$ cat src/hdl/assert_macros.svh
// ----------------------------------------------------------------------------
// assert_macros.svh
// shared concurrent assertion macros, clocked, disabled during reset
// ----------------------------------------------------------------------------
`ifndef ASSERT_MACROS_SVH
`define ASSERT_MACROS_SVH

// property check, prop may hold an implication
`define DAB_ASSERT_PROP(label, clk, rst_n, prop, msg) \
    label: assert property (@(posedge clk) disable iff (!rst_n) prop) \
        else $error(msg);

// plain invariant on every clock edge
`define DAB_ASSERT_ALWAYS(label, clk, rst_n, expr, msg) \
    `DAB_ASSERT_PROP(label, clk, rst_n, (expr), msg)

`endif

$ cat src/hdl/dab_pkg.sv
// ----------------------------------------------------------------------------
// dab_pkg
// types, constants and beep patterns of the door open alarm beeper
// ----------------------------------------------------------------------------
package dab_pkg;

    localparam int unsigned SETUP_TICKS = 500;
    localparam int unsigned SETUP_W     = 9;
    localparam int unsigned CNT_W       = 16;
    localparam int unsigned CFG_IDX_W   = 2;
    localparam int unsigned CFG_DATA_W  = 16;
    localparam int unsigned TONE_W      = 10;
    localparam int unsigned PAT_CNT_W   = 8;

    localparam logic [CFG_IDX_W-1:0] CFG_WARN    = 2'd0;
    localparam logic [CFG_IDX_W-1:0] CFG_ALARM   = 2'd1;
    localparam logic [CFG_IDX_W-1:0] CFG_SILENCE = 2'd2;

    localparam logic [CNT_W-1:0] WARN_RESET    = 16'd1800;
    localparam logic [CNT_W-1:0] ALARM_RESET   = 16'd2400;
    localparam logic [CNT_W-1:0] SILENCE_RESET = 16'd6000;
    localparam logic [CNT_W-1:0] CNT_MAX       = 16'hffff;

    typedef struct packed {
        logic [PAT_CNT_W-1:0] inner_on;
        logic [PAT_CNT_W-1:0] inner_period;
        logic [PAT_CNT_W-1:0] outer_on;
        logic [PAT_CNT_W-1:0] outer_period;
        logic [TONE_W-1:0]    tone;
        logic                 one_shot;
    } t_pattern;

    typedef struct packed {
        logic     load;
        t_pattern pattern;
    } t_load;

    localparam t_pattern PAT_POWERUP = '{8'd1, 8'd4, 8'd1,  8'd10, 10'd150, 1'b1};
    localparam t_pattern PAT_TEST    = '{8'd1, 8'd2, 8'd11, 8'd10, 10'd800, 1'b0};
    localparam t_pattern PAT_OFF     = '{8'd0, 8'd0, 8'd0,  8'd0,  10'd0,   1'b0};
    localparam t_pattern PAT_READY   = '{8'd5, 8'd4, 8'd3,  8'd10, 10'd150, 1'b1};
    localparam t_pattern PAT_MUTE    = '{8'd5, 8'd4, 8'd2,  8'd10, 10'd700, 1'b1};
    localparam t_pattern PAT_CLOSE   = '{8'd1, 8'd2, 8'd2,  8'd10, 10'd150, 1'b1};
    localparam t_pattern PAT_WARN    = '{8'd1, 8'd4, 8'd3,  8'd15, 10'd600, 1'b0};
    localparam t_pattern PAT_ALARM   = '{8'd2, 8'd4, 8'd10, 8'd20, 10'd150, 1'b0};

endpackage

$ cat src/hdl/dab_in_if.sv
// ----------------------------------------------------------------------------
// dab_in_if
// tick channel carrying door sensor and mute button levels
// ----------------------------------------------------------------------------
interface dab_in_if;
    logic valid;
    logic ready;
    logic door_level;
    logic mute_level;

    modport source (output valid, output door_level, output mute_level, input ready);
    modport sink   (input valid, input door_level, input mute_level, output ready);
endinterface

$ cat src/hdl/dab_out_if.sv
// ----------------------------------------------------------------------------
// dab_out_if
// result channel carrying the tone period of one tick
// ----------------------------------------------------------------------------
interface dab_out_if;
    logic       valid;
    logic       ready;
    logic [9:0] tone_period;
    logic       tone_active;

    modport source (output valid, output tone_period, output tone_active, input ready);
    modport sink   (input valid, input tone_period, input tone_active, output ready);
endinterface

$ cat src/hdl/dab_ctrl.sv
// ----------------------------------------------------------------------------
// dab_ctrl
// setup window, door-open counter, thresholds and pattern selection
// ----------------------------------------------------------------------------
`include "assert_macros.svh"

module dab_ctrl (
    input  logic                           i_clk,
    input  logic                           i_rst_n,
    input  logic                           i_step,
    input  logic                           i_door,
    input  logic                           i_mute,
    input  logic                           i_cfg_we,
    input  logic [dab_pkg::CFG_IDX_W-1:0]  i_cfg_idx,
    input  logic [dab_pkg::CFG_DATA_W-1:0] i_cfg_data,
    output dab_pkg::t_load                 o_load
);
    import dab_pkg::*;

    logic [CNT_W-1:0]   r_warn, r_alarm, r_silence;
    logic [SETUP_W-1:0] r_setup, n_setup;
    logic               r_last_door;
    logic [CNT_W-1:0]   r_open_cnt, n_open_cnt;
    logic               r_mute_flag, n_mute_flag;
    t_load              n_load;

    always_comb begin
        n_setup     = r_setup;
        n_open_cnt  = r_open_cnt;
        n_mute_flag = r_mute_flag;
        n_load      = '{load: 1'b0, pattern: PAT_OFF};
        if (r_setup != '0) begin
            if (i_door && !r_last_door) begin
                n_load = '{load: 1'b1, pattern: PAT_TEST};
            end else if (!i_door && r_last_door) begin
                n_load = '{load: 1'b1, pattern: PAT_OFF};
            end
            if (r_setup == SETUP_W'(1)) begin
                n_load = '{load: 1'b1, pattern: PAT_READY};
            end
            n_setup = r_setup - SETUP_W'(1);
        end else begin
            if (!i_door) begin
                if (r_open_cnt != CNT_MAX) begin
                    n_open_cnt = r_open_cnt + CNT_W'(1);
                end
                if (!i_mute) begin
                    n_mute_flag = 1'b1;
                    n_load      = '{load: 1'b1, pattern: PAT_MUTE};
                end
            end else begin
                if (r_open_cnt > r_warn || r_mute_flag) begin
                    n_load = '{load: 1'b1, pattern: PAT_CLOSE};
                end
                n_open_cnt  = '0;
                n_mute_flag = 1'b0;
            end
            if (n_open_cnt == r_warn && !n_mute_flag) begin
                n_load = '{load: 1'b1, pattern: PAT_WARN};
            end
            if (n_open_cnt == r_alarm && !n_mute_flag) begin
                n_load = '{load: 1'b1, pattern: PAT_ALARM};
            end
            if (n_open_cnt == r_silence) begin
                n_load = '{load: 1'b1, pattern: PAT_OFF};
            end
        end
    end

    assign o_load = n_load;

    always_ff @(posedge i_clk) begin
        if (!i_rst_n) begin
            r_warn    <= WARN_RESET;
            r_alarm   <= ALARM_RESET;
            r_silence <= SILENCE_RESET;
        end else if (i_cfg_we) begin
            unique case (i_cfg_idx)
                CFG_WARN:    r_warn    <= i_cfg_data;
                CFG_ALARM:   r_alarm   <= i_cfg_data;
                CFG_SILENCE: r_silence <= i_cfg_data;
                default: ;
            endcase
        end
    end

    always_ff @(posedge i_clk) begin
        if (!i_rst_n) begin
            r_setup     <= SETUP_W'(SETUP_TICKS);
            r_last_door <= 1'b0;
            r_open_cnt  <= '0;
            r_mute_flag <= 1'b0;
        end else if (i_step) begin
            r_setup     <= n_setup;
            r_last_door <= i_door;
            r_open_cnt  <= n_open_cnt;
            r_mute_flag <= n_mute_flag;
        end
    end

    // open counter and mute only run after setup
    `DAB_ASSERT_ALWAYS(a_cnt_after_setup, i_clk, i_rst_n, (r_open_cnt == '0) || (r_setup == '0), "open count moved during setup")
    `DAB_ASSERT_ALWAYS(a_mute_after_setup, i_clk, i_rst_n, !r_mute_flag || (r_setup == '0), "mute flag set during setup")

endmodule

$ cat src/hdl/dab_pattern.sv
// ----------------------------------------------------------------------------
// dab_pattern
// two-level beep pattern generator with one-shot mode
// ----------------------------------------------------------------------------
`include "assert_macros.svh"

module dab_pattern (
    input  logic                       i_clk,
    input  logic                       i_rst_n,
    input  logic                       i_step,
    input  dab_pkg::t_load             i_load,
    output logic [dab_pkg::TONE_W-1:0] o_tone
);
    import dab_pkg::*;

    t_pattern             r_pat, n_pat;
    logic [PAT_CNT_W-1:0] r_inner_cnt, n_inner_cnt;
    logic [PAT_CNT_W-1:0] r_outer_cnt, n_outer_cnt;
    t_pattern             cur_pat;
    logic [PAT_CNT_W-1:0] cur_inner, cur_outer;

    always_comb begin
        cur_pat   = i_load.load ? i_load.pattern : r_pat;
        cur_inner = i_load.load ? '0 : r_inner_cnt;
        cur_outer = i_load.load ? '0 : r_outer_cnt;

        if (cur_inner < cur_pat.inner_on && cur_outer < cur_pat.outer_on) begin
            o_tone = cur_pat.tone;
        end else begin
            o_tone = '0;
        end

        n_pat       = cur_pat;
        n_inner_cnt = cur_inner;
        n_outer_cnt = cur_outer;
        if (cur_inner < cur_pat.inner_period) begin
            n_inner_cnt = cur_inner + PAT_CNT_W'(1);
        end else begin
            n_inner_cnt = '0;
            if (cur_outer < cur_pat.outer_period) begin
                n_outer_cnt = cur_outer + PAT_CNT_W'(1);
            end else begin
                n_outer_cnt = '0;
                if (cur_pat.one_shot) begin
                    n_pat.outer_on = '0;
                end
            end
        end
    end

    always_ff @(posedge i_clk) begin
        if (!i_rst_n) begin
            r_pat       <= PAT_POWERUP;
            r_inner_cnt <= '0;
            r_outer_cnt <= '0;
        end else if (i_step) begin
            r_pat       <= n_pat;
            r_inner_cnt <= n_inner_cnt;
            r_outer_cnt <= n_outer_cnt;
        end
    end

    // counters never run past their periods
    `DAB_ASSERT_ALWAYS(a_inner_bound, i_clk, i_rst_n, r_inner_cnt <= r_pat.inner_period, "inner count past period")
    `DAB_ASSERT_ALWAYS(a_outer_bound, i_clk, i_rst_n, r_outer_cnt <= r_pat.outer_period, "outer count past period")

endmodule

$ cat src/hdl/door_open_alarm_beeper.sv
// ----------------------------------------------------------------------------
// door_open_alarm_beeper
// path: a tick transfer is captured in the input register, and its tone result is held in the result register
// throughput: one tick per cycle while the result side does not stall, set by the control and pattern step
// an input register and a result register let both sides stall independently
// reset: 500 setup ticks with a power-up chirp pattern, default thresholds loaded
// ----------------------------------------------------------------------------
`include "assert_macros.svh"

module door_open_alarm_beeper (
    input  logic                           i_clk,
    input  logic                           i_rst_n,
    dab_in_if.sink                         i_in,
    dab_out_if.source                      o_out,
    input  logic                           i_cfg_we,
    input  logic [dab_pkg::CFG_IDX_W-1:0]  i_cfg_idx,
    input  logic [dab_pkg::CFG_DATA_W-1:0] i_cfg_data
);
    import dab_pkg::*;

    logic              r_in_valid;
    logic              r_in_door;
    logic              r_in_mute;
    logic              r_out_valid;
    logic [TONE_W-1:0] r_out_tone;
    logic              r_out_active;
    logic              step;
    t_load             load;
    logic [TONE_W-1:0] tone;

    assign step       = r_in_valid && (!r_out_valid || o_out.ready);
    assign i_in.ready = !r_in_valid || step;

    always_ff @(posedge i_clk) begin
        if (!i_rst_n) begin
            r_in_valid <= 1'b0;
        end else if (i_in.ready) begin
            r_in_valid <= i_in.valid;
        end
    end

    always_ff @(posedge i_clk) begin
        if (i_in.valid && i_in.ready) begin
            r_in_door <= i_in.door_level;
            r_in_mute <= i_in.mute_level;
        end
    end

    dab_ctrl u_ctrl (
        .i_clk      (i_clk),
        .i_rst_n    (i_rst_n),
        .i_step     (step),
        .i_door     (r_in_door),
        .i_mute     (r_in_mute),
        .i_cfg_we   (i_cfg_we),
        .i_cfg_idx  (i_cfg_idx),
        .i_cfg_data (i_cfg_data),
        .o_load     (load)
    );

    dab_pattern u_pattern (
        .i_clk   (i_clk),
        .i_rst_n (i_rst_n),
        .i_step  (step),
        .i_load  (load),
        .o_tone  (tone)
    );

    always_ff @(posedge i_clk) begin
        if (!i_rst_n) begin
            r_out_valid <= 1'b0;
        end else if (step) begin
            r_out_valid <= 1'b1;
        end else if (o_out.ready) begin
            r_out_valid <= 1'b0;
        end
    end

    always_ff @(posedge i_clk) begin
        if (step) begin
            r_out_tone   <= tone;
            r_out_active <= (tone != '0);
        end
    end

    assign o_out.valid       = r_out_valid;
    assign o_out.tone_period = r_out_tone;
    assign o_out.tone_active = r_out_active;

    // a held tick waits in the input register until the result side frees
    `DAB_ASSERT_PROP(a_in_held, i_clk, i_rst_n, (r_in_valid && !step) |=> r_in_valid, "held tick dropped")
    `DAB_ASSERT_PROP(a_step_fills_out, i_clk, i_rst_n, step |=> r_out_valid, "step without result")

endmodule

$ cat src/flat_wrapper.sv
// flat-port wrapper written by rule: the top's interface ports become plain ports
module door_open_alarm_beeper_flat import dab_pkg::*;
  (i_clk, i_rst_n, i_cfg_we, i_cfg_idx, i_cfg_data, i_in_valid, i_in_door_level, i_in_mute_level, i_in_ready, o_out_valid, o_out_tone_period, o_out_tone_active, o_out_ready);
  dab_in_if i_in_i ();
  dab_out_if o_out_i ();
  input  logic i_clk;
  input  logic i_rst_n;
  input  logic i_cfg_we;
  input  logic [dab_pkg::CFG_IDX_W-1:0] i_cfg_idx;
  input  logic [dab_pkg::CFG_DATA_W-1:0] i_cfg_data;
  input wire logic [$bits(i_in_i.valid)-1:0] i_in_valid;
  input wire logic [$bits(i_in_i.door_level)-1:0] i_in_door_level;
  input wire logic [$bits(i_in_i.mute_level)-1:0] i_in_mute_level;
  output wire logic [$bits(i_in_i.ready)-1:0] i_in_ready;
  output wire logic [$bits(o_out_i.valid)-1:0] o_out_valid;
  output wire logic [$bits(o_out_i.tone_period)-1:0] o_out_tone_period;
  output wire logic [$bits(o_out_i.tone_active)-1:0] o_out_tone_active;
  input wire logic [$bits(o_out_i.ready)-1:0] o_out_ready;
  assign i_in_i.valid = i_in_valid;
  assign i_in_i.door_level = i_in_door_level;
  assign i_in_i.mute_level = i_in_mute_level;
  assign i_in_ready = i_in_i.ready;
  assign o_out_valid = o_out_i.valid;
  assign o_out_tone_period = o_out_i.tone_period;
  assign o_out_tone_active = o_out_i.tone_active;
  assign o_out_i.ready = o_out_ready;
  door_open_alarm_beeper u_core (.i_clk(i_clk), .i_rst_n(i_rst_n), .i_in(i_in_i), .o_out(o_out_i), .i_cfg_we(i_cfg_we), .i_cfg_idx(i_cfg_idx), .i_cfg_data(i_cfg_data));
endmodule
$ cat config.mk
export PLATFORM = sky130hd
export DESIGN_NAME = door_open_alarm_beeper_flat
export DESIGN_NICKNAME = d
export VERILOG_FILES = /design/src/hdl/dab_pkg.sv /design/src/hdl/dab_in_if.sv /design/src/hdl/dab_out_if.sv /design/src/hdl/dab_ctrl.sv /design/src/hdl/dab_pattern.sv /design/src/hdl/door_open_alarm_beeper.sv /design/src/flat_wrapper.sv
export VERILOG_INCLUDE_DIRS = /design/src /design/src/hdl
export SDC_FILE = /design/constraint.sdc
export NUM_CORES = 1
export LEC_CHECK = 0
export ABC_CLOCK_PERIOD_IN_PS = 6900
export BUFFER_PORTS_ARGS = -buffer_cell sky130_fd_sc_hd__buf_2
export CORE_MARGIN = 2
export CORE_UTILIZATION = 45
export DETAILED_ROUTE_END_ITERATION = 8
export GPL_ROUTABILITY_DRIVEN = 0
export PLACE_DENSITY = 0.67
export SLEW_MARGIN = 20
export SYNTH_ARGS = -nofsm -noshare
export SYNTH_HDL_FRONTEND = slang
export SYNTH_SLANG_ARGS = --single-unit
$ cat constraint.sdc
create_clock -name i_clk -period 6.9 [get_ports i_clk]
set_input_delay 1.38 -clock i_clk [delete_from_list [all_inputs] [get_ports i_clk]]
set_output_delay 1.38 -clock i_clk [all_outputs]
set_load 0.05 [all_outputs]
---- After elaboration in Yosys (flattened, before gate mapping) ----
Cells that the tools add are included.
cells by class
  bitwise operators ....................... 1
  reduce and logical (&&, ||, !) cells .... 24
  magnitude comparators ................... 5
  equal/unequal tests ..................... 7
  add/sub/neg operators ................... 4
  mux-type cells .......................... 28
operators with widths
  kind                                                  count
  2-to-1 mux 44 bit                                     10
  2-to-1 mux 8 bit                                      8
  equality test 16 bit                                  3
  2-to-1 mux 16 bit                                     3
  2-to-1 mux 43 bit                                     1
  < comparator 8 bit                                    4
  adder 16 x 1 -> 16 bit (second input constant)        1
  adder 8 x 1 -> 8 bit (second input constant)          2
  > comparator 16 bit                                   1
  inequality test 16 bit (second input constant)        1
  2-to-1 mux 10 bit                                     1
  AND reduction 2 bit                                   5
  nonzero test 10 bit                                   1
  equality test 9 x 1 -> 1 bit (second input constant)  1
  nonzero test 9 bit                                    1
  subtractor 9 x 1 -> 9 bit (second input constant)     1
  logical AND 1 bit                                     7
  logical NOT 1 bit                                     5
  2-to-1 mux 1 bit                                      5
  logical OR 1 bit                                      3
  equality test 2 x 1 -> 1 bit (second input constant)  1
  equality test 2 bit (second input constant)           1
  logical NOT 2 bit                                     1
  nonzero test 2 bit                                    1
  inverter 1 bit                                        1
storage, ports and cells
  word-level logic and storage cells ...... 90
  bits of input ports ..................... 25
  register bits ........................... 149
  output and inout bits ................... 13

---- Longest topological paths before layout ----
  depth after elaboration ................. 15
  mapped depth ............................ 31
  mapped depth without buffers ............ 24

---- By module ----
Synthesis repeated with hierarchy kept, for this count alone.
unflattened totals
  cells, all modules ...................... 1206
  area, all modules ....................... 9778.1 sq um
by module, submodules not included
  module                  times used  cells each  area an instance (sq um)  sequential area each (sq um)
  dab_ctrl                1           752         5620.4                    1501.4
  dab_pattern             1           428         3642.2                    1181.1
  door_open_alarm_beeper  1           26          515.5                     430.4

---- Worst setup path before layout ----
No wires, ideal clock.
  kind .................................... register to register
  start point ............................. register u_core.u_ctrl.r_open_cnt[1]
  end point ............................... register u_core.u_pattern.r_inner_cnt[4]
  buffers on the path ..................... 7
  arrival time ............................ 5.557 ns
  clock period less this slack ............ 5.628 ns
  slack ................................... 1.272 ns
  setup time .............................. 0.070 ns
  cell stages (with the launch flop) ...... 27
  data required time ...................... 6.830 ns
  path through ............................ dfxtp_1 ha_1 buf_2 and3_1 buf_2 and4_4 mux2i_4 xor2_1 a22oi_1 or4b_1 o21ba_1 buf_2 a31o_2 buf_2 buf_1 clkbuf_1 and2_1 ha_1 a21o_1 a21oi_1 o21ai_0 nor3_1 a41oi_4 buf_2 or3_1 or3b_1 a21oi_1
on the way
  cells in the longest elaborated chain, start to end .. 13
  elaborated cells on any way between the ends .. 23
  classes of those cells .................. add/sub (2); order compare (2); eq/ne (4); mux (12); reduce/logical (3)
ends and longest elaborated chain
  what                                                              RTL line                              RTL
  from (decl)                                                       dab_ctrl.sv:23                        logic [CNT_W-1:0] r_open_cnt, n_open_cnt;
  from (signal assigned)                                            dab_ctrl.sv:96                        r_open_cnt <= n_open_cnt;
  adder 16 x 1 -> 16 bit or inequality test 16 bit (tied branches)  dab_ctrl.sv:45, dab_ctrl.sv:44
  2-to-1 mux 16 bit                                                 dab_ctrl.sv:44                        if (r_open_cnt != CNT_MAX) begin
  2-to-1 mux 16 bit                                                 dab_ctrl.sv:43                        if (!i_door) begin
  2-to-1 mux 16 bit                                                 dab_ctrl.sv:32                        if (r_setup != '0) begin
  equality test 16 bit                                              dab_ctrl.sv:58                        if (n_open_cnt == r_warn && !n_mute_flag) begin
  logical AND 1 bit                                                 dab_ctrl.sv:58
  2-to-1 mux 44 bit                                                 dab_ctrl.sv:58
  2-to-1 mux 44 bit                                                 dab_ctrl.sv:61                        if (n_open_cnt == r_alarm && !n_mute_flag) begin
  2-to-1 mux 44 bit *                                               dab_ctrl.sv:64                        if (n_open_cnt == r_silence) begin
  2-to-1 mux 44 bit *                                               dab_ctrl.sv:32
  2-to-1 mux 8 bit or 2-to-1 mux 43 bit (tied branches)             dab_pattern.sv:24, dab_pattern.sv:23
  adder 8 x 1 -> 8 bit or < comparator 8 bit (tied branches)        dab_pattern.sv:37, dab_pattern.sv:36
  2-to-1 mux 8 bit *                                                dab_pattern.sv:36                     if (cur_inner < cur_pat.inner_period) begin
  to (signal assigned)                                              dab_pattern.sv:58                     r_inner_cnt <= n_inner_cnt;
  to (decl)                                                         dab_pattern.sv:17                     logic [PAT_CNT_W-1:0] r_inner_cnt, n_inner_cnt;
Every way passes the cells marked *; elsewhere a longest branch is shown, timed or not. The select of a mux whose other input is x is not followed.
A chain may end at the register's enable or synchronous reset.

---- Final worst setup path ----
  start point ............................. register u_core.u_ctrl.r_open_cnt[0]
  end point ............................... register u_core.u_pattern.r_outer_cnt[6]
on the way
  cells in the longest elaborated chain, start to end .. 14
  elaborated cells on any way between the ends .. 26
  classes of those cells .................. add/sub (2); order compare (3); eq/ne (4); mux (14); reduce/logical (3)
ends and longest elaborated chain
  what                                                              RTL line                              RTL
  adder 16 x 1 -> 16 bit or inequality test 16 bit (tied branches)  dab_ctrl.sv:45, dab_ctrl.sv:44
  2-to-1 mux 16 bit                                                 dab_ctrl.sv:44
  2-to-1 mux 16 bit                                                 dab_ctrl.sv:43
  2-to-1 mux 16 bit                                                 dab_ctrl.sv:32
  equality test 16 bit                                              dab_ctrl.sv:58
  logical AND 1 bit                                                 dab_ctrl.sv:58
  2-to-1 mux 44 bit                                                 dab_ctrl.sv:58
  2-to-1 mux 44 bit                                                 dab_ctrl.sv:61
  2-to-1 mux 44 bit *                                               dab_ctrl.sv:64
  2-to-1 mux 44 bit *                                               dab_ctrl.sv:32
  2-to-1 mux 8 bit or 2-to-1 mux 43 bit (tied branches)             dab_pattern.sv:25, dab_pattern.sv:23
  adder 8 x 1 -> 8 bit or < comparator 8 bit (tied branches)        dab_pattern.sv:41, dab_pattern.sv:40
  2-to-1 mux 8 bit                                                  dab_pattern.sv:40                     if (cur_outer < cur_pat.outer_period) begin
  2-to-1 mux 8 bit *                                                dab_pattern.sv:36
  to (signal assigned)                                              dab_pattern.sv:59                     r_outer_cnt <= n_outer_cnt;
  to (decl)                                                         dab_pattern.sv:18                     logic [PAT_CNT_W-1:0] r_outer_cnt, n_outer_cnt;
Marked as above.

==> results.py <==
metrics = {
    "status": {
        "outcome": "finished with violations",
        "violations": "design-rule violations",
    },
    "timing": {
        "drv_slew": 0,
        "finalClockSkew_ns": 0.01560,
        "whs_ns": 0.4546,
        "fin_setup_tns_ns": 0,
        "clock.fmax_ghz": 0.1547,
        "worst_pin_slew_ns": 0.9278,
        "setup_viol": 0,
        "hold_violations": 0,
        "slew_headroom_pct": 38.00,
        "fin_crit_sh_pct": 93.68,
        "rsz0062_at_grt": "no",
        "post-route-min-period_ns": 6.464,
    },
    "layout": {
        "n_fill_cell": 1927,
        "final_common_cell": "nand2_1",
        "area_growth_pct": 9.693,
        "post-route-util_pct": 50.55,
        "diodes": 0,
        "final_nets": 1267,
        "drive_above_1_share_pct": 10.46,
        "final_cell_mix": "nand2_1, dfxtp_1, a21oi_1, nor2_1, ha_1",
    },
    "clocking": {
        "cts_made_buffers": 17,
        "path_clk_slew_ns": 0.06,
        "cts_root_buf": "clkbuf_16",
        "cts_tree": "yes",
        "h-tree-depth": 4,
        "worstSkewPairLatency_ns": 0.44,
        "clockBufferDepth": 2,
        "cts.sinks": 149,
    },
    "yosys": {
        "ys_seq_elements": 149,
        "syn_area_sq_um": 9384,
        "syn-num-nets": 1269,
        "synth_edf_count": 13,
        "seq_area_frac_synth_pct": 33.17,
        "synthArstFlopShare_pct": 0,
        "syn_inst": 1194,
        "synth_ff_type": "dfxtp_1",
        "syn_avg_cell_area_sq_um": 7.859,
        "synth_warnings": 0,
        "synthDistinctLibCells": 97,
    },
    "global_route": {
        "grt_first_pass_wirelength_mm": 45.91,
        "antenna_found_initial": 0,
        "track_usage_pct": 26.30,
        "grt_max_degree": 80,
        "grt-ovfl-total": 0,
        "grt_pass1_vias": 8337,
    },
    "worst_setup_path": {
        "crit_family": "compound AO/OA/AOI/OAI gates",
        "worst-r2r-cell-count": 22,
        "worstPathRequired_ns": 7.25,
        "slowest_stage": "dfxtp_1",
        "slowest_delay_ns": 0.49,
        "crit_chain": "ha_1 -> nand3_4 -> nor4_4 -> o221ai_1 -> a211oi_1 -> o2111ai_1 -> and4b_1 -> a21oi_1 -> a31o_2 -> a221oi_1 -> ha_1 -> a21o_1 -> a21oi_1 -> o21ai_0 -> nor2_1 -> o31ai_1 -> inv_1 -> a41oi_4 -> nand4_1 -> or3_1 -> or3_1 -> a31oi_1",
        "crit_arrival_ns": 6.81,
        "rr_endpoint": "u_core.u_pattern.r_outer_cnt[6]",
        "path_max_fanout": 21,
        "cp_num_buf_inv": 1,
        "r2r-start": "u_core.u_ctrl.r_open_cnt[0]",
        "crit_type": "flip-flop to flip-flop",
        "startpoint_type": "flip-flop",
        "critPathCaptureType": "flip-flop",
        "rrSetupSlack_ns": 0.44,
    },
    "die": {
        "num_rows": 52,
        "die_area_sq_um": 22020,
        "start_util_pct": 46.08,
        "core_sq_um": 20360,
        "io_pins": 38,
        "die_h_um": 148.4,
        "die_w_um": 148.4,
    },
    "routing": {
        "drtAntennaViolNets": 0,
        "totalWireLength_mm": 28.60,
        "viasPerCell": 6.300,
        "vias": 9293,
        "drc": 1,
        "avgRoutedWirePerCell_um": 19.39,
        "drt_iter0_markers": 943,
        "first_pass_iters": 9,
    },
    "place": {
        "port_buffers": 37,
        "dp_hpwl_mm": 20.32,
    },
    "job": {
        "drv_cap": 0,
    },
    "power": {
        "power_density_nw_per_um2": 197.4,
        "power_mw": 2.032,
        "power.leakage_nw": 3.908,
        "ir_worst_vdd_mv": 0.1660,
    },
    "worst_hold_path": {
        "hold_class": "flip-flop to flip-flop",
        "hold_start": "u_core.u_ctrl.r_last_door",
        "min_to": "u_core.u_ctrl.r_last_door",
        "worstHoldPathCells": 2,
    },
}
registers in the layout (all words and copies together) (netlist names), 8 cells and up:
signal,count
u_core.u_pattern.r_pat,43
u_core.u_ctrl.r_alarm,16
u_core.u_ctrl.r_open_cnt,16
u_core.u_ctrl.r_silence,16
u_core.u_ctrl.r_warn,16
u_core.o_out.tone_period,10
u_core.u_ctrl.r_setup,9
u_core.u_pattern.r_inner_cnt,8
u_core.u_pattern.r_outer_cnt,8
metal layers:
layer	share of wire, %	wire length [um]	global-route usage [%]
met2	41	11760	38.17
met5	0	0	0
met1	44	12600	37.32
met4	3.9	1116	11.14
met3	11	3128	6.166
worst max path at each step:
stage / depth (start not counted) / to / from
floorplan: 26 / u_core.u_pattern.r_inner_cnt[4] / u_core.u_ctrl.r_open_cnt[1]
global placement: 22 / u_core.u_pattern.r_outer_cnt[6] / u_core.u_ctrl.r_open_cnt[0]
detailed placement: 22 / u_core.u_pattern.r_outer_cnt[6] / u_core.u_ctrl.r_open_cnt[0]
CTS: 22 / u_core.u_pattern.r_outer_cnt[6] / u_core.u_ctrl.r_open_cnt[0]
global route: 22 / u_core.u_pattern.r_outer_cnt[6] / u_core.u_ctrl.r_open_cnt[0]
finish: 22 / u_core.u_pattern.r_outer_cnt[6] / u_core.u_ctrl.r_open_cnt[0]
layout make-up:
cell class	instances	area, sq um	share of cell area [%]
clock buffer	18	429.2	4.169
timing repair buffer	60	370.4	3.598
sequential	149	3113	30.24
tap	270	337.8	3.282
clock inverter	14	116.4	1.130
inverter	44	165.2	1.604
multi-input combinational	920	5762	55.97
what timing repair did:
item | 4_1_cts | 5_1_grt
hold buffers | 0 | 0
setup endpoints to repair | 0 | 6
resized for setup | 0 | 1
buffers inserted | 0 | 0
where the power goes:
group          switching (mW)  internal [mW]
Clock                   0.410          0.470
Combinational           0.148         0.0741
Sequential             0.0303          0.900
Total                   0.589           1.44
cells by family after synthesis:
logic type	count (synthesis)	share of synthesized area (%)
adders and majority gates	50	6.667
buffers and inverters	125	5.626
AOI/OAI and AO/OA	327	23.40
DFF	149	33.17
muxes	3	0.5066
xor gates and xnor gates	23	2.293
and+or+nand+nor	517	28.33
cell usage after synthesis (9+ instances only):
cell	count	share of area (%)
nor3_1	28	1.5
nand4_1	20	1.3
dfxtp_1	136	29
clkbuf_1	51	2.0
and3_1	30	2.0
a211oi_1	18	1.4
and2_1	24	1.6
inv_1	43	1.7
o21ai_0	48	2.6
xnor2_1	16	1.5
nand3_1	34	1.8
nor2b_1	14	0.93
nand2_1	183	7.3
edfxtp_1	13	4.2
nor4_1	11	0.73
nor2_1	91	3.6
ha_1	50	6.7
a21o_1	15	1.2
buf_4	9	0.72
a31oi_1	15	1.0
o211ai_1	14	1.1
or3_1	16	1.1
a21oi_1	112	6.0
buf_2	14	0.75
metrics by stage:
stage | setup slack (ns) | instances | instance area [sq um]
floorplan | 1.272 | 1194 | 9384
global placement | 0.5901 | 1443 | 9734
detailed placement | 0.4773 | 1443 | 9734
CTS | 0.4477 | 1475 | 10280
global route | 0.01742 | 1475 | 10290
finish | 0.4361 | 1475 | 10290
worst reg2reg max path, cell delays in order (launching register included):
cell	delay (ns)
dfxtp_1	0.49
ha_1	0.43
nand3_4	0.32
nor4_4	0.47
o221ai_1	0.39
a211oi_1	0.42
o2111ai_1	0.20
and4b_1	0.31
a21oi_1	0.17
a31o_2	0.42
a221oi_1	0.44
ha_1	0.22
a21o_1	0.10
a21oi_1	0.05
o21ai_0	0.21
nor2_1	0.06
o31ai_1	0.06
inv_1	0.09
a41oi_4	0.43
nand4_1	0.21
or3_1	0.39
or3_1	0.35
a31oi_1	0.15
Power figures use the tool's default switching activity.
